`src/hdl/sprite_alpha_blit_rgb565_core_assert.svh`:
```
// assertion macros for the sprite blit core
`ifndef SPRITE_ALPHA_BLIT_RGB565_CORE_ASSERT_SVH
`define SPRITE_ALPHA_BLIT_RGB565_CORE_ASSERT_SVH

`ifndef SYNTH
// same-cycle implication
`define SABR_ASSERT_NOW(lbl, ante, cons) \
  lbl: assert property (@(posedge clk) disable iff (rst) (ante) |-> (cons)) \
    else $error("sabr assertion failed");
// next-cycle implication
`define SABR_ASSERT_NEXT(lbl, ante, cons) \
  lbl: assert property (@(posedge clk) disable iff (rst) (ante) |=> (cons)) \
    else $error("sabr assertion failed");
`else
`define SABR_ASSERT_NOW(lbl, ante, cons)
`define SABR_ASSERT_NEXT(lbl, ante, cons)
`endif

`endif

```
`src/hdl/sabr_pkg.sv`:
```
package sabr_pkg;

  // screen size
  localparam int SCREEN_W = 240;
  localparam int SCREEN_H = 320;

  // configuration port
  localparam int CFG_INDEX_W = 3;
  localparam int CFG_DATA_W  = 16;

  typedef enum logic [CFG_INDEX_W-1:0] {
    REG_POS_X         = 3'd0,
    REG_POS_Y         = 3'd1,
    REG_SPRITE_WIDTH  = 3'd2,
    REG_SPRITE_HEIGHT = 3'd3,
    REG_BG_COLOR      = 3'd4
  } cfg_reg_t;

  // reciprocals for c*255/31 and c*255/63, shifted by 20
  localparam logic [15:0] EXP5_RECIP = 16'd33826;
  localparam logic [15:0] EXP6_RECIP = 16'd16645;

  // background color, raw and expanded to 8 bits per channel
  typedef struct packed {
    logic [15:0] raw;
    logic [7:0]  r8;
    logic [7:0]  g8;
    logic [7:0]  b8;
  } bg_exp_t;

  // per-pixel tags carried beside the pixel
  typedef struct packed {
    logic vis;
    logic last;
  } pix_tag_t;

  // 5-bit channel to 8 bits, c*255/31
  function automatic logic [7:0] expand5(input logic [4:0] c);
    logic [12:0] x;
    logic [28:0] p;
    x = {c, 8'd0} - {8'd0, c};
    p = {16'd0, x} * {13'd0, EXP5_RECIP};
    return p[27:20];
  endfunction

  // 6-bit channel to 8 bits, c*255/63
  function automatic logic [7:0] expand6(input logic [5:0] c);
    logic [13:0] x;
    logic [28:0] p;
    x = {c, 8'd0} - {8'd0, c};
    p = {15'd0, x} * {13'd0, EXP6_RECIP};
    return p[27:20];
  endfunction

endpackage

```
`src/hdl/sabr_if.sv`:
```
// pixel input channel
interface sabr_in_if;
  logic        valid;
  logic        ready;
  logic [31:0] pixel_argb;
  modport source(output valid, output pixel_argb, input ready);
  modport sink(input valid, input pixel_argb, output ready);
endinterface

// blended pixel output channel
interface sabr_out_if;
  logic        valid;
  logic        ready;
  logic [15:0] color565;
  logic        last;
  modport source(output valid, output color565, output last, input ready);
  modport sink(input valid, input color565, input last, output ready);
endinterface

```
`src/hdl/sabr_blend.sv`:
```
module sabr_blend (
  input  logic [31:0]            pixel_argb,
  input  sabr_pkg::bg_exp_t      bg,
  output logic [15:0]            color565
);

  // (c*a + bg*(255-a)) / 255, exact for sums up to 255*255
  function automatic logic [7:0] mix(input logic [7:0] c, input logic [7:0] bgx,
                                     input logic [7:0] a);
    logic [15:0] x;
    logic [16:0] s;
    x = ({8'd0, c} * {8'd0, a}) + ({8'd0, bgx} * {8'd0, 8'd255 - a});
    s = {1'b0, x} + 17'd1 + {9'd0, x[15:8]};
    return s[15:8];
  endfunction

  logic [7:0] a;
  logic [7:0] r;
  logic [7:0] g;
  logic [7:0] b;
  logic [7:0] mr;
  logic [7:0] mg;
  logic [7:0] mb;

  assign a = pixel_argb[31:24];
  assign r = pixel_argb[23:16];
  assign g = pixel_argb[15:8];
  assign b = pixel_argb[7:0];

  // per-channel blend
  assign mr = mix(r, bg.r8, a);
  assign mg = mix(g, bg.g8, a);
  assign mb = mix(b, bg.b8, a);

  // transparent, opaque or blended
  always_comb begin
    if (a == 8'd0) begin
      color565 = bg.raw;
    end else if (a == 8'd255) begin
      color565 = {r[7:3], g[7:2], b[7:3]};
    end else begin
      color565 = {mr[7:3], mg[7:2], mb[7:3]};
    end
  end

endmodule

```
`src/hdl/sprite_alpha_blit_rgb565_core.sv`:
```
// a visible pixel passes the input register and then the output register before it appears on the output
// throughput: one pixel per cycle; while a result waits the input register still
//   takes one more pixel, then input ready drops, if that pixel is visible, until the output is taken
// reset: rst is synchronous, active high; clears configuration, counters and valids
// clipped pixels and pixels of an empty sprite are consumed and give no output
module sprite_alpha_blit_rgb565_core (
  input  logic                               clk,
  input  logic                               rst,
  input  logic                               cfg_we,
  input  logic [sabr_pkg::CFG_INDEX_W-1:0]   cfg_index,
  input  logic [sabr_pkg::CFG_DATA_W-1:0]    cfg_wdata,
  sabr_in_if.sink                            pix_in,
  sabr_out_if.source                         pix_out
);

  `include "sprite_alpha_blit_rgb565_core_assert.svh"

  localparam logic signed [12:0] SCR_W = 13'(sabr_pkg::SCREEN_W);
  localparam logic signed [12:0] SCR_H = 13'(sabr_pkg::SCREEN_H);

  // configuration registers
  logic signed [10:0] pos_x;
  logic signed [10:0] pos_y;
  logic [9:0]         sprite_width;
  logic [9:0]         sprite_height;
  sabr_pkg::bg_exp_t  bg;

  // source position counters
  logic [9:0] src_col;
  logic [9:0] src_row;
  logic [9:0] src_col_next;
  logic [9:0] src_row_next;

  // input stage
  logic                s1_valid;
  logic [31:0]         s1_pix;
  sabr_pkg::pix_tag_t  s1_tag;
  sabr_pkg::pix_tag_t  tag_next;

  // output register
  logic        out_valid;
  logic [15:0] out_color;
  logic        out_last;
  logic [15:0] blend_color;

  logic in_acc;
  logic s1_adv;
  logic empty;

  logic signed [12:0] sx;
  logic signed [12:0] sy;
  logic signed [12:0] lim_col;
  logic signed [12:0] lim_row;
  logic signed [12:0] wm1;
  logic signed [12:0] hm1;
  logic signed [12:0] last_col;
  logic signed [12:0] last_row;
  logic [10:0]        col_inc;
  logic [10:0]        row_inc;

  // configuration writes
  always_ff @(posedge clk) begin
    if (rst) begin
      pos_x         <= '0;
      pos_y         <= '0;
      sprite_width  <= '0;
      sprite_height <= '0;
      bg            <= '0;
    end else if (cfg_we) begin
      case (sabr_pkg::cfg_reg_t'(cfg_index))
        sabr_pkg::REG_POS_X:         pos_x <= cfg_wdata[10:0];
        sabr_pkg::REG_POS_Y:         pos_y <= cfg_wdata[10:0];
        sabr_pkg::REG_SPRITE_WIDTH:  sprite_width <= cfg_wdata[9:0];
        sabr_pkg::REG_SPRITE_HEIGHT: sprite_height <= cfg_wdata[9:0];
        sabr_pkg::REG_BG_COLOR: begin
          bg.raw   <= cfg_wdata;
          bg.r8    <= sabr_pkg::expand5(cfg_wdata[15:11]);
          bg.g8    <= sabr_pkg::expand6(cfg_wdata[10:5]);
          bg.b8    <= sabr_pkg::expand5(cfg_wdata[4:0]);
        end
        default: ;
      endcase
    end
  end

  // handshake control
  assign s1_adv       = s1_valid && (!s1_tag.vis || !out_valid || pix_out.ready);
  assign pix_in.ready = !s1_valid || s1_adv;
  assign in_acc       = pix_in.valid && pix_in.ready;
  assign empty        = (sprite_width == 10'd0) || (sprite_height == 10'd0);

  // screen position and clip test
  assign sx = 13'(pos_x) + $signed({3'd0, src_col});
  assign sy = 13'(pos_y) + $signed({3'd0, src_row});

  // last visible column and row of the clipped sprite
  assign wm1      = $signed({3'd0, sprite_width}) - 13'sd1;
  assign hm1      = $signed({3'd0, sprite_height}) - 13'sd1;
  assign lim_col  = SCR_W - 13'sd1 - 13'(pos_x);
  assign lim_row  = SCR_H - 13'sd1 - 13'(pos_y);
  assign last_col = (wm1 < lim_col) ? wm1 : lim_col;
  assign last_row = (hm1 < lim_row) ? hm1 : lim_row;

  always_comb begin
    tag_next.vis  = !empty && !sx[12] && (sx < SCR_W) && !sy[12] && (sy < SCR_H);
    tag_next.last = ($signed({3'd0, src_col}) == last_col) &&
                    ($signed({3'd0, src_row}) == last_row);
  end

  // counter advance in row-major order
  assign col_inc = {1'b0, src_col} + 11'd1;
  assign row_inc = {1'b0, src_row} + 11'd1;

  always_comb begin
    src_col_next = src_col;
    src_row_next = src_row;
    if (in_acc && !empty) begin
      if (col_inc >= {1'b0, sprite_width}) begin
        src_col_next = '0;
        if (row_inc >= {1'b0, sprite_height}) begin
          src_row_next = '0;
        end else begin
          src_row_next = row_inc[9:0];
        end
      end else begin
        src_col_next = col_inc[9:0];
      end
    end
  end

  always_ff @(posedge clk) begin
    if (rst) begin
      src_col <= '0;
      src_row <= '0;
    end else begin
      src_col <= src_col_next;
      src_row <= src_row_next;
    end
  end

  // input register
  always_ff @(posedge clk) begin
    if (rst) begin
      s1_valid <= 1'b0;
    end else if (pix_in.ready) begin
      s1_valid <= pix_in.valid;
    end
  end

  always_ff @(posedge clk) begin
    if (in_acc) begin
      s1_pix <= pix_in.pixel_argb;
      s1_tag <= tag_next;
    end
  end

  // color conversion
  sabr_blend u_blend (
    .pixel_argb (s1_pix),
    .bg         (bg),
    .color565   (blend_color)
  );

  // output register
  always_ff @(posedge clk) begin
    if (rst) begin
      out_valid <= 1'b0;
    end else if (s1_adv && s1_tag.vis) begin
      out_valid <= 1'b1;
    end else if (pix_out.ready) begin
      out_valid <= 1'b0;
    end
  end

  always_ff @(posedge clk) begin
    if (s1_adv && s1_tag.vis) begin
      out_color <= blend_color;
      out_last  <= s1_tag.last;
    end
  end

  assign pix_out.valid    = out_valid;
  assign pix_out.color565 = out_color;
  assign pix_out.last     = out_last;

  // checks
  `SABR_ASSERT_NOW(a_ready_stall, !pix_in.ready, s1_valid && s1_tag.vis && out_valid && !pix_out.ready)
  `SABR_ASSERT_NEXT(a_empty_hold, in_acc && empty, $stable(src_col) && $stable(src_row))
  `SABR_ASSERT_NEXT(a_col_wrap, in_acc && !empty && (col_inc >= {1'b0, sprite_width}), src_col == 10'd0)
  `SABR_ASSERT_NEXT(a_transparent, s1_adv && s1_tag.vis && (s1_pix[31:24] == 8'd0), pix_out.valid && (pix_out.color565 == bg.raw))
  `SABR_ASSERT_NEXT(a_opaque, s1_adv && s1_tag.vis && (s1_pix[31:24] == 8'd255), pix_out.color565 == {$past(s1_pix[23:19]), $past(s1_pix[15:10]), $past(s1_pix[7:3])})

endmodule
```
`src/flat_wrapper.sv`:
```
// flat-port wrapper written by rule: the top's interface ports become plain ports
module sprite_alpha_blit_rgb565_core_flat 
  (clk, rst, cfg_we, cfg_index, cfg_wdata, pix_in_valid, pix_in_pixel_argb, pix_in_ready, pix_out_valid, pix_out_color565, pix_out_last, pix_out_ready);
  sabr_in_if pix_in_i ();
  sabr_out_if pix_out_i ();
  input  logic clk;
  input  logic rst;
  input  logic cfg_we;
  input  logic [sabr_pkg::CFG_INDEX_W-1:0] cfg_index;
  input  logic [sabr_pkg::CFG_DATA_W-1:0] cfg_wdata;
  input wire logic [$bits(pix_in_i.valid)-1:0] pix_in_valid;
  input wire logic [$bits(pix_in_i.pixel_argb)-1:0] pix_in_pixel_argb;
  output wire logic [$bits(pix_in_i.ready)-1:0] pix_in_ready;
  output wire logic [$bits(pix_out_i.valid)-1:0] pix_out_valid;
  output wire logic [$bits(pix_out_i.color565)-1:0] pix_out_color565;
  output wire logic [$bits(pix_out_i.last)-1:0] pix_out_last;
  input wire logic [$bits(pix_out_i.ready)-1:0] pix_out_ready;
  assign pix_in_i.valid = pix_in_valid;
  assign pix_in_i.pixel_argb = pix_in_pixel_argb;
  assign pix_in_ready = pix_in_i.ready;
  assign pix_out_valid = pix_out_i.valid;
  assign pix_out_color565 = pix_out_i.color565;
  assign pix_out_last = pix_out_i.last;
  assign pix_out_i.ready = pix_out_ready;
  sprite_alpha_blit_rgb565_core u_core (.clk(clk), .rst(rst), .cfg_we(cfg_we), .cfg_index(cfg_index), .cfg_wdata(cfg_wdata), .pix_in(pix_in_i), .pix_out(pix_out_i));
endmodule
```
`config.mk`:
```
export PLATFORM = sky130hd
export DESIGN_NAME = sprite_alpha_blit_rgb565_core_flat
export DESIGN_NICKNAME = d
export VERILOG_FILES = /design/src/hdl/sabr_pkg.sv /design/src/hdl/sabr_if.sv /design/src/hdl/sabr_blend.sv /design/src/hdl/sprite_alpha_blit_rgb565_core.sv /design/src/flat_wrapper.sv
export VERILOG_INCLUDE_DIRS = /design/src /design/src/hdl
export SDC_FILE = /design/constraint.sdc
export NUM_CORES = 1
export LEC_CHECK = 0
export BUFFER_PORTS_ARGS = -buffer_cell sky130_fd_sc_hd__buf_2
export CELL_PAD_IN_SITES_DETAIL_PLACEMENT = 1
export CELL_PAD_IN_SITES_GLOBAL_PLACEMENT = 2
export CORE_ASPECT_RATIO = 0.9
export CORE_MARGIN = 4
export CORE_UTILIZATION = 45
export DETAILED_ROUTE_END_ITERATION = 8
export GPL_TIMING_DRIVEN = 1
export PLACE_DENSITY = 0.85
export SYNTH_ARGS = -nofsm -noshare
export SYNTH_HDL_FRONTEND = slang
export SYNTH_SLANG_ARGS = --single-unit
export TNS_END_PERCENT = 100
```
`constraint.sdc`:
```
create_clock -name clk -period 12.2 [get_ports clk]
set_clock_uncertainty 0.15 [all_clocks]
set_input_delay 1.22 -clock clk [delete_from_list [all_inputs] [get_ports clk]]
set_output_delay 1.22 -clock clk [all_outputs]
set_load 0.01 [all_outputs]
```
==> results of run 1 <==
-- flip-flops by register name, summed over array words and instances, names as in the netlist --
register and flops:
u_core.bg 40, u_core.s1_pix 32, u_core.pix_out.color565 16, u_core.pos_x 11, u_core.pos_y 11, u_core.sprite_height 10, u_core.sprite_width 10, u_core.src_col 10
u_core.src_row 10, u_core.s1_tag 2, u_core.pix_out.last 1, u_core.pix_out.valid 1, u_core.s1_valid 1
-- cells by family (layout without fill, tap and decap cells) --
kind of cell | after synthesis | after routing | share of synthesized area
AND/OR/NAND/NOR | 906 | 906 | 0.1721
adder cells (fa/ha/maj) | 778 | 778 | 0.4418
buffers and inverters | 662 | 678 | 0.09148
AO/OA/AOI/OAI | 414 | 414 | 0.1030
flip-flops | 155 | 155 | 0.1321
XOR/XNOR | 147 | 147 | 0.04862
multiplexers | 29 | 29 | 0.01079
other | 1 | 3 | 0.0001371
-- metrics by stage --
stage	utilization	cell area, um^2	std cells	hold slack, ns
after floorplan	-	27360	3094	0.2503
after global placement	0.4738	28420	3861	0.2617
after detailed placement	0.4738	28420	3861	0.2628
after CTS	0.4830	28970	3893	0.2829
after global routing	0.4830	28970	3893	0.2899
final	0.4830	28970	3893	0.2792
-- routing by layer --
layer,GRT usage,vias up
li1,-,10075
met3,0.03087,98
met2,0.4401,239
met1,0.3159,10926
met5,0,-
met4,0.06166,0
-- critical path, cell delays in order, from the launching register on --
cell and delay [ns]:
edfxtp_1 0.32, buf_4 0.52, nor2b_1 0.15, fa_1 0.54, inv_1 0.06, fa_1 0.48, inv_1 0.06, fa_1 0.51
fa_1 0.54, fa_1 0.56, inv_1 0.06, fa_1 0.53, inv_1 0.04, ha_1 0.35, a21oi_1 0.41, a31oi_2 0.21
xnor2_1 0.35, inv_1 0.11, ha_1 0.33, a21oi_1 0.10, nand2_1 0.07, nor2_1 0.04, a211oi_1 0.44, o31ai_1 0.14
o31ai_2 0.35, nand4_1 0.17, xor2_1 0.16, a21oi_1 0.08
-- placed cells by master (no fill, tap or decap), types with 13 or more instances in the layout --
master / count
inv_1: 556
ha_1: 465
fa_1: 313
nand2_1: 298
a21oi_1: 140
nor2b_1: 128
and2_1: 114
dfxtp_1: 104
xnor2_1: 90
nand2b_1: 88
nor2_1: 86
buf_2: 74
xor2_1: 54
edfxtp_1: 51
nand3_1: 46
o21ai_0: 44
a21o_1: 39
nor3_1: 33
mux2i_1: 25
a211oi_1: 24
and3_1: 20
o21a_1: 19
nand4_1: 19
a31oi_1: 17
clkbuf_16: 17
buf_4: 14
o21bai_1: 13
nand3b_1: 13
-- cell type report --
class / instances / area share
Multi-Input combinational cell: 2277 / 0.7336
Sequential cell: 155 / 0.1247
Inverter: 558 / 0.07229
Tap cell: 783 / 0.03381
Timing Repair Buffer: 88 / 0.01641
Clock buffer: 21 / 0.01555
Clock inverter: 11 / 0.003671
-- power by group through the flow --
stage / clock, mW / sequential, mW / combinational, mW
detailed placement: 0 / 0.648 / 3.62
global route: 0.589 / 0.641 / 4.14
floorplan: 0 / 0.632 / 2.75
global placement: 0 / 0.647 / 3.45
CTS: 0.574 / 0.637 / 3.65
finish: 0.553 / 0.637 / 3.63
-- how the worst max path moves through the flow --
stage,slack (ns),startpoint,end
after floorplan,4.77,u_core.s1_pix[30]$_DFFE_PP_,u_core.pix_out.color565[3]$_DFFE_PP_
after global placement,4.37,u_core.s1_pix[27]$_DFFE_PP_,u_core.pix_out.color565[10]$_DFFE_PP_
after detailed placement,4.16,u_core.s1_pix[27]$_DFFE_PP_,u_core.pix_out.color565[10]$_DFFE_PP_
after CTS,4.11,u_core.s1_pix[27]$_DFFE_PP_,u_core.pix_out.color565[10]$_DFFE_PP_
after global routing,3.55,u_core.s1_pix[27]$_DFFE_PP_,u_core.pix_out.color565[10]$_DFFE_PP_
final,4.07,u_core.s1_pix[27]$_DFFE_PP_,u_core.pix_out.color565[10]$_DFFE_PP_
==> impl_metrics.csv, run 1 <==
group,metric,value,unit
outcome,status,"complete, no violations",
pwr,combinationalPowerShare,0.753,
floorplanning,die_x,267.9,um
pwr,p_per_area,166.4,nW/um^2
pwr,power.leakage,14.15,nW
pwr,power_switching_share,0.5131,
sta,tns,0,ns
logic_synthesis,synth_cell_type_count,94,
worst_setup_path,critical_path.endpoint_type,"flip-flop",
clocking,cts_hold_buf,0,
global_routing,grt_pass1_wl,127600,um
logic_synthesis,synth_area,27350,um^2
clocking,postCtsResizedCells,0,
pwr,switchingPower,2.473,mW
cells_and_area,multi_input_area,21250,um^2
logic_synthesis,syn-instance-count,3092,
sta,finalCritPeriodShare,0.6664,
clocking,post_cts_buffers,0,
cells_and_area,nets,3931,
floorplanning,num_rows,85,
global_routing,grtUsageTotal,0.2464,
hold_path,min_to,"u_core.pix_out.last$_DFFE_PP_",
pwr,finalPower,4.821,mW
logic_synthesis,yosysMostFrequentCell,"inv_1",
clocking,root_buffer,"clkbuf_16",
clocking,cts_sinks,155,
logic_synthesis,synth_edf_count,51,
floorplanning,io_pins,75,
logic_synthesis,synth_seq_cells,155,
route,drtPass1Iterations,5,
logic_synthesis,synthTopCellsByArea,"fa_1, ha_1, inv_1, dfxtp_1, edfxtp_1",
sta,tightest_slew,1.113,ns
route,met2_length,39320,um
clocking,clock_path_buffers,2,
worst_setup_path,criticalPathCategory,"reg2reg",
route,routedWlPerCell,19.82,um
hold_path,min_path_cells,0,
floorplanning,dieHeight,241.9,um
route,drc,0,
pwr,internal_power,2.347,mW
worst_setup_path,worstReg2RegStart,"u_core.s1_pix[27]$_DFFE_PP_",
sta,slew_headroom,0.2578,
logic_synthesis,yosysSeqAreaShare,0.1321,
sta,max_freq,123.0,MHz
global_routing,grt-ovfl-total,0,
worst_setup_path,arrival,8.20,ns
route,via_count,21338,
pwr,clkPwrFrac,0.115,
global_routing,antenna_found_initial,1,
clocking,cts_buffers,17,
global_routing,grt_max_degree,65,
cells_and_area,nFillCells,7086,
logic_synthesis,synth_warnings,0,
floorplanning,initial_core_util,0.4560,
worst_setup_path,cp_max_fo,50,
logic_synthesis,yosysTopAreaCell,"fa_1",
hold_path,hp-class,"reg2reg",
cells_and_area,regArea,3613,um^2
placement,io_buffers,74,
clocking,clk_pin_slew,0.08,ns
cells_and_area,layout-drive-gt1-share,0.05241,
hold_path,worstHoldStart,"u_core.s1_tag[0]$_DFFE_PP_",
worst_setup_path,start_kind,"flip-flop",
worst_setup_path,ff2ff_setup_slack,4.07,ns
sta,setup_viol,0,
clocking,cts_tree,"yes",
sta,rsz0062_at_grt,"false",
floorplanning,die_area,64800,um^2
pwr,ir_drop,144.0,uV
placement,pre_cts_slack,4.161,ns
cells_and_area,num_antenna_cells,0,
logic_synthesis,yosys.area.top_type_share,0.2291,
route,met3WireLength,1970,um
clocking,cts.htree.levels,4,
logic_synthesis,syn_area_per_cell,8.847,um^2
placement,globalplace.congestion,0.8799,
placement,dp_hpwl,61600,um
sta,finalMaxSlewViolations,0,
logic_synthesis,ys_top_cells_by_count,"inv_1, ha_1, fa_1",
sta,fin_ws,4.070,ns
logic_synthesis,synthArstFlopShare,0,
logic_synthesis,synth-main-ff-cell,"dfxtp_1",
route,route.layer.met1.wl,34040,um
route,totalWireLength,77160,um
global_routing,grt_pass1_vias,23999,
route,final_antenna_net_count,0,
floorplanning,core-area,59980,um^2
worst_setup_path,r2r_cells,27,
clocking,clk_latency,0.49,ns
route,highest_layer,"met4",
route,drt_first_iter_violations,771,
worst_setup_path,reg2reg_to,"u_core.pix_out.color565[10]$_DFFE_PP_",
pwr,seqPwrFrac,0.132,
worst_setup_path,critPathRequiredTime,12.27,ns
job,max-cap-violations,0,
route,viasPerCell,5.481,
sta,finalCriticalPeriod,8.130,ns
sta,final-hold-violation-count,0,
cells_and_area,syn_to_final_growth,5.919,%
No activity file was read; power rests on OpenSTA's default activity.
==> inputs of run 2 (changes only) <==
--- a/config.mk
+++ b/config.mk
@@ -11,10 +11,10 @@
 export CELL_PAD_IN_SITES_GLOBAL_PLACEMENT = 2
 export CORE_ASPECT_RATIO = 0.9
 export CORE_MARGIN = 4
-export CORE_UTILIZATION = 45
+export CORE_UTILIZATION = 42
 export DETAILED_ROUTE_END_ITERATION = 8
 export GPL_TIMING_DRIVEN = 1
-export PLACE_DENSITY = 0.85
+export PLACE_DENSITY = 0.8
 export SYNTH_ARGS = -nofsm -noshare
 export SYNTH_HDL_FRONTEND = slang
 export SYNTH_SLANG_ARGS = --single-unit
==> constraint.sdc (replaced) <==
create_clock -name clk -period 8.15 [get_ports clk]
set_clock_uncertainty 0.15 [all_clocks]
set_input_delay 0.815 -clock clk [delete_from_list [all_inputs] [get_ports clk]]
set_output_delay 0.815 -clock clk [all_outputs]
set_load 0.01 [all_outputs]
==> run 2 against run 1 <==
Clock power rose by 58%. Global-route usage shrank 1.0 points. Sequential share of layout area down 0.22 points. First-iteration DRC count grew 22%. Critical path depth up 2. Via count is 0.39% higher. Die area grew 6.9%. Critical path type unchanged. Cell count rose by 2.9%. Register-to-register slack worse by 3.7 ns. Combinational power is 52% higher. Non-clock buffer count increased by 40. Maximum frequency increased by 5.1%.
==> impl_metrics.csv, run 2 (same netlist as run 1, synthesis figures left out) <==
group,metric,value,unit
clocking,cts.htree.levels,4,
outcome,status,"complete, no violations",
global_routing,grt-ovfl-total,0,
floorplanning,die_area,69280,um^2
clocking,clk_pin_slew,0.07,ns
placement,dp_cells,3964,
cells_and_area,syn_to_final_growth,7.863,%
sta,slew_headroom,0.3823,
worst_setup_path,critPathMostFrequentCell,"fa_1",
worst_setup_path,slowest_delay,0.55,ns
worst_setup_path,slowest_stage,"fa_1",
hold_path,hp-class,"reg2reg",
cells_and_area,layout_common_cells,"inv_1, ha_1, fa_1",
global_routing,grt_pass1_wl,129900,um
sta,setup_viol,0,
placement,pre_cts_slack,-0.03962,ns
pwr,ir_drop,232.8,uV
floorplanning,num_rows,88,
placement,io_buffers,74,
floorplanning,core-area,64300,um^2
route,drt_first_iter_violations,937,
cells_and_area,num_antenna_cells,0,
sta,finalCriticalPeriod,7.736,ns
sta,finalCritPeriodShare,0.9492,
cells_and_area,nets,3971,
route,drc,0,
floorplanning,initial_core_util,0.4254,
clocking,cts_hold_buf,0,
cells_and_area,regArea,3613,um^2
clocking,cts_sinks,155,
worst_setup_path,critical_path.endpoint_type,"flip-flop",
placement,dp_hpwl,64870,um
cells_and_area,mostFrequentLayoutCell,"inv_1",
sta,fin_ws,0.4138,ns
global_routing,grtUsageTotal,0.2361,
floorplanning,io_pins,75,
cells_and_area,largest_register,"u_core.bg",
sta,tns,0,ns
cells_and_area,layout-drive-gt1-share,0.06635,
floorplanning,die_x,277.0,um
pwr,power.leakage,14.39,nW
placement,globalplace.congestion,0.9163,
global_routing,grt_pass1_vias,24164,
cells_and_area,multi_input_area,21270,um^2
hold_path,min_path_cells,0,
cells_and_area,nFillCells,7585,
sta,finalMaxSlewViolations,0,
route,drtPass1Iterations,5,
cells_and_area,largest_reg_flops,40,
worst_setup_path,arrival,7.82,ns
sta,max_freq,129.3,MHz
worst_setup_path,start_kind,"flip-flop",
worst_setup_path,r2r_cells,29,
worst_setup_path,critPathRequiredTime,8.24,ns
sta,final-hold-violation-count,0,
worst_setup_path,cp_max_fo,35,
route,final_antenna_net_count,0,
pwr,p_per_area,248.6,nW/um^2
route,via_count,21421,
sta,rsz0062_at_grt,"false",
job,max-cap-violations,0,
clocking,cts_buffers,17,
cells_and_area,instances_no_fill,4005,
route,routedWlPerCell,20.00,um
clocking,clk_latency,0.50,ns
worst_setup_path,critPathBufInv,7,
sta,tightest_slew,0.9265,ns
worst_setup_path,criticalPathCategory,"reg2reg",
clocking,cts_tree,"yes",
worst_setup_path,crit_cells,29,
route,totalWireLength,80100,um
route,viasPerCell,5.349,
clocking,root_buffer,"clkbuf_16",
global_routing,antenna_found_initial,0,
clocking,clock_path_buffers,2,
worst_setup_path,crit_family,"adder cells",
floorplanning,dieHeight,250.1,um
global_routing,grt_max_degree,65,
## run 2: cell type report
| type | instances | area share |
|---|---|---|
| tap | 855 | 0.03626 |
| sequential | 155 | 0.1225 |
| clock inverter | 13 | 0.005046 |
| clock buffer | 19 | 0.01501 |
| multi-input combinational | 2277 | 0.7210 |
| timing repair buffer | 128 | 0.02926 |
| inverter | 558 | 0.07099 |
## run 2: final timing paths
path | slack (ns) | end | startpoint
worst max-delay path | 0.41 | u_core.pix_out.color565[10]$_DFFE_PP_ | u_core.s1_pix[28]$_DFFE_PP_
worst max register to register | 0.41 | u_core.pix_out.color565[10]$_DFFE_PP_ | u_core.s1_pix[28]$_DFFE_PP_
worst min register to register | 0.27 | u_core.pix_out.last$_DFFE_PP_ | u_core.s1_tag[0]$_DFFE_PP_
worst min-delay path | 0.27 | u_core.pix_out.last$_DFFE_PP_ | u_core.s1_tag[0]$_DFFE_PP_
## run 2: report_power, final
group          leakage [nW]  total (mW)  internal [mW]  switching (mW)
registers              1.33       0.945          0.895          0.0501
clock network         0.295       0.875          0.444           0.431
logic                  12.8        5.51           2.26            3.26
## run 2: repair_timing
item	CTS	global route
resized for setup	0	4
pin swaps	0	1
setup endpoints to repair	4	11
setup buffers	1	8
## run 2: per-layer routing
layer,track usage,part of all wire,routed length (um)
met1,0.3013,0.45,35940
met2,0.4144,0.49,39350
met3,0.03588,0.034,2684
met4,0.07088,0.027,2125
met5,0,0,0
## run 2: stage by stage
stage                     power, mW  utilization  cell area [um^2]  hold slack, ns
final                         7.335       0.4589             29510          0.2676
after global routing          8.171       0.4589             29510          0.2843
after CTS                     7.331       0.4576             29430          0.2734
after detailed placement      6.383       0.4483             28830          0.2634
after global placement        6.182       0.4483             28830          0.2664
after floorplan               5.057            -             27360          0.2503
==> inputs of run 3 (changes only) <==
--- a/config.mk
+++ b/config.mk
@@ -6,13 +6,13 @@
 export SDC_FILE = /design/constraint.sdc
 export NUM_CORES = 1
 export LEC_CHECK = 0
-export BUFFER_PORTS_ARGS = -buffer_cell sky130_fd_sc_hd__buf_2
 export CELL_PAD_IN_SITES_DETAIL_PLACEMENT = 1
 export CELL_PAD_IN_SITES_GLOBAL_PLACEMENT = 2
 export CORE_ASPECT_RATIO = 0.9
 export CORE_MARGIN = 4
-export CORE_UTILIZATION = 42
+export CORE_UTILIZATION = 43
 export DETAILED_ROUTE_END_ITERATION = 8
+export DONT_BUFFER_PORTS = 1
 export GPL_TIMING_DRIVEN = 1
 export PLACE_DENSITY = 0.8
 export SYNTH_ARGS = -nofsm -noshare
==> run 3 against run 2 <==
Global-route usage rose by 0.32 points. Non-clock buffer count decreased by 82. Power down 0.92%. Hold slack lost 0.0080 ns. Largest cell class unchanged.
==> impl_metrics.csv, run 3 (same netlist as run 1, synthesis figures left out) <==
group,metric,value,unit
outcome,status,"complete, no violations",
route,viasPerCell,5.410,
placement,dp_hpwl,63590,um
clocking,cts_tree,"yes",
clocking,clk_latency,0.49,ns
worst_setup_path,r2r_cells,26,
worst_setup_path,arrival,7.83,ns
clocking,clock_path_buffers,2,
pwr,power.leakage,14.08,nW
worst_setup_path,worstSetupStartpoint,"u_core.s1_pix[30]$_DFFE_PP_",
sta,tightest_slew,0.8941,ns
route,drt_first_iter_violations,831,
cells_and_area,design_area,29100,um^2
floorplanning,initial_core_util,0.4355,
hold_path,worstHoldStart,"pix_in_pixel_argb[8]",
cells_and_area,nets,3889,
cells_and_area,instances_no_fill,3916,
global_routing,grt_pass1_vias,23372,
worst_setup_path,reg2reg_to,"u_core.pix_out.color565[7]$_DFFE_PP_",
global_routing,grtUsageTotal,0.2393,
cells_and_area,largest_reg_flops,40,
sta,slew_headroom,0.4040,
sta,final-hold-violation-count,0,
sta,finalCriticalPeriod,7.770,ns
cells_and_area,post-route-util,0.4633,
sta,max_freq,128.7,MHz
job,max-cap-violations,0,
sta,whs,0.2597,ns
route,drtPass1Iterations,5,
cells_and_area,multi_input_area,21260,um^2
cells_and_area,nFillCells,7371,
route,via_count,21185,
floorplanning,die_area,67720,um^2
cells_and_area,mostFrequentLayoutCell,"inv_1",
floorplanning,dieHeight,247.3,um
placement,globalplace.congestion,0.8853,
worst_setup_path,crit_end,"u_core.pix_out.color565[7]$_DFFE_PP_",
cells_and_area,syn_to_final_growth,6.381,%
pwr,p_per_area,249.8,nW/um^2
worst_setup_path,ff2ff_setup_slack,0.38,ns
clocking,root_buffer,"clkbuf_16",
route,drc,0,
sta,finalCritPeriodShare,0.9534,
worst_setup_path,critical_path.endpoint_type,"flip-flop",
clocking,cts.htree.levels,4,
route,final_antenna_net_count,0,
floorplanning,core-area,62810,um^2
cells_and_area,layout-drive-gt1-share,0.04107,
sta,setup_viol,0,
cells_and_area,regArea,3613,um^2
floorplanning,io_pins,75,
placement,dp_cells,3873,
cells_and_area,largest_register,"u_core.bg",
worst_setup_path,worstReg2RegStart,"u_core.s1_pix[30]$_DFFE_PP_",
clocking,cts_sinks,155,
global_routing,antenna_found_initial,5,
global_routing,grt_max_degree,89,
worst_setup_path,start_kind,"flip-flop",
pwr,ir_drop,211.1,uV
route,totalWireLength,78560,um
clocking,clk_pin_slew,0.09,ns
cells_and_area,layout_common_cells,"inv_1, ha_1, fa_1",
global_routing,grt_pass1_wl,127800,um
route,routedWlPerCell,20.06,um
placement,io_buffers,0,
sta,finalMaxSlewViolations,0,
worst_setup_path,critPathRequiredTime,8.21,ns
clocking,cts_buffers,17,
worst_setup_path,criticalPathCategory,"reg2reg",
floorplanning,num_rows,87,
floorplanning,die_x,273.9,um
worst_setup_path,cp_max_fo,40,
global_routing,grt-ovfl-total,0,
hold_path,hp-class,"in2reg",
placement,place_area,28390,um^2
-- run 3: changes by cell type in the layout (fill, tap and decap cells not counted), sizes merged --
| cell | delta |
|---|---|
| buf | -82 |
| diode | +3 |
| clkinv | +2 |
| inv | -2 |
-- run 3: worst max-delay path, cell delays in order, from the launching register on --
cell	delay (ns)
edfxtp_1	0.51
buf_12	0.24
and2_1	0.18
fa_1	0.53
inv_1	0.06
fa_1	0.53
inv_1	0.05
fa_1	0.52
fa_1	0.45
fa_1	0.55
inv_1	0.06
fa_1	0.53
inv_1	0.04
ha_1	0.44
o211ai_1	0.20
a21oi_1	0.22
o21ai_0	0.18
a21oi_1	0.21
nor4_1	0.07
nor3_1	0.23
xnor2_1	0.17
ha_1	0.27
a2111oi_0	0.46
o21ai_1	0.24
nand4_1	0.17
xor2_1	0.15
o21ai_0	0.09
-- run 3: where the power goes --
part | switching, mW | leakage, nW | total [mW] | internal [mW]
Clock | 0.443 | 0.311 | 0.910 | 0.467
Combinational | 3.19 | 12.4 | 5.40 | 2.21
Sequential | 0.0649 | 1.33 | 0.961 | 0.896
Total | 3.70 | 14.1 | 7.27 | 3.57
-- run 3: cell type report --
class / instances / area share
multi-input combinational: 2277 / 0.7306
sequential: 155 / 0.1242
inverter: 558 / 0.07198
tap: 845 / 0.03633
clock buffer: 19 / 0.01595
timing repair buffer: 46 / 0.01488
clock inverter: 13 / 0.005804
antenna: 3 / 0.0002580
-- run 3: metal layers --
metal  routed length, um  vias to the layer above  track usage
li1                    -                     9991            -
met1               34580                    10816       0.3017
met2               40190                      288       0.4379
met3                2262                       88      0.02988
met4                1515                        2      0.05328
met5                  14                        -            0
-- run 3: how the worst min path moves through the flow --
stage          slack, ns  depth (start not counted)                                    to
6_report            0.26                          0            u_core.s1_pix[8]$_DFFE_PP_
3_5_place_dp        0.26                          0         u_core.pix_out.last$_DFFE_PP_
2_1_floorplan       0.25                          0         u_core.pix_out.last$_DFFE_PP_
5_1_grt             0.22                          1  u_core.sprite_height[4]$_SDFFE_PP0P_
4_1_cts             0.22                          1          u_core.pos_y[2]$_SDFFE_PP0P_
3_3_place_gp        0.26                          0         u_core.pix_out.last$_DFFE_PP_
-- run 3: repair_timing --
item                                    in CTS  in global routing
buffers inserted                             0                  8
hold buffers                                 0                  0
endpoints found under the setup margin       0                 14
resized for setup                            0                  1
hold endpoints to repair                     0                  0
-- run 3: stage by stage --
stage / power, mW / worst slack (ns) / setup TNS (ns)
floorplan: 5.057 / 0.7194 / 0
global placement: 6.091 / 0.2628 / 0
detailed placement: 6.336 / 0.1425 / 0
CTS: 7.297 / 0.1008 / 0
global route: 8.077 / -0.0001714 / -0.0001714
finish: 7.268 / 0.3800 / 0
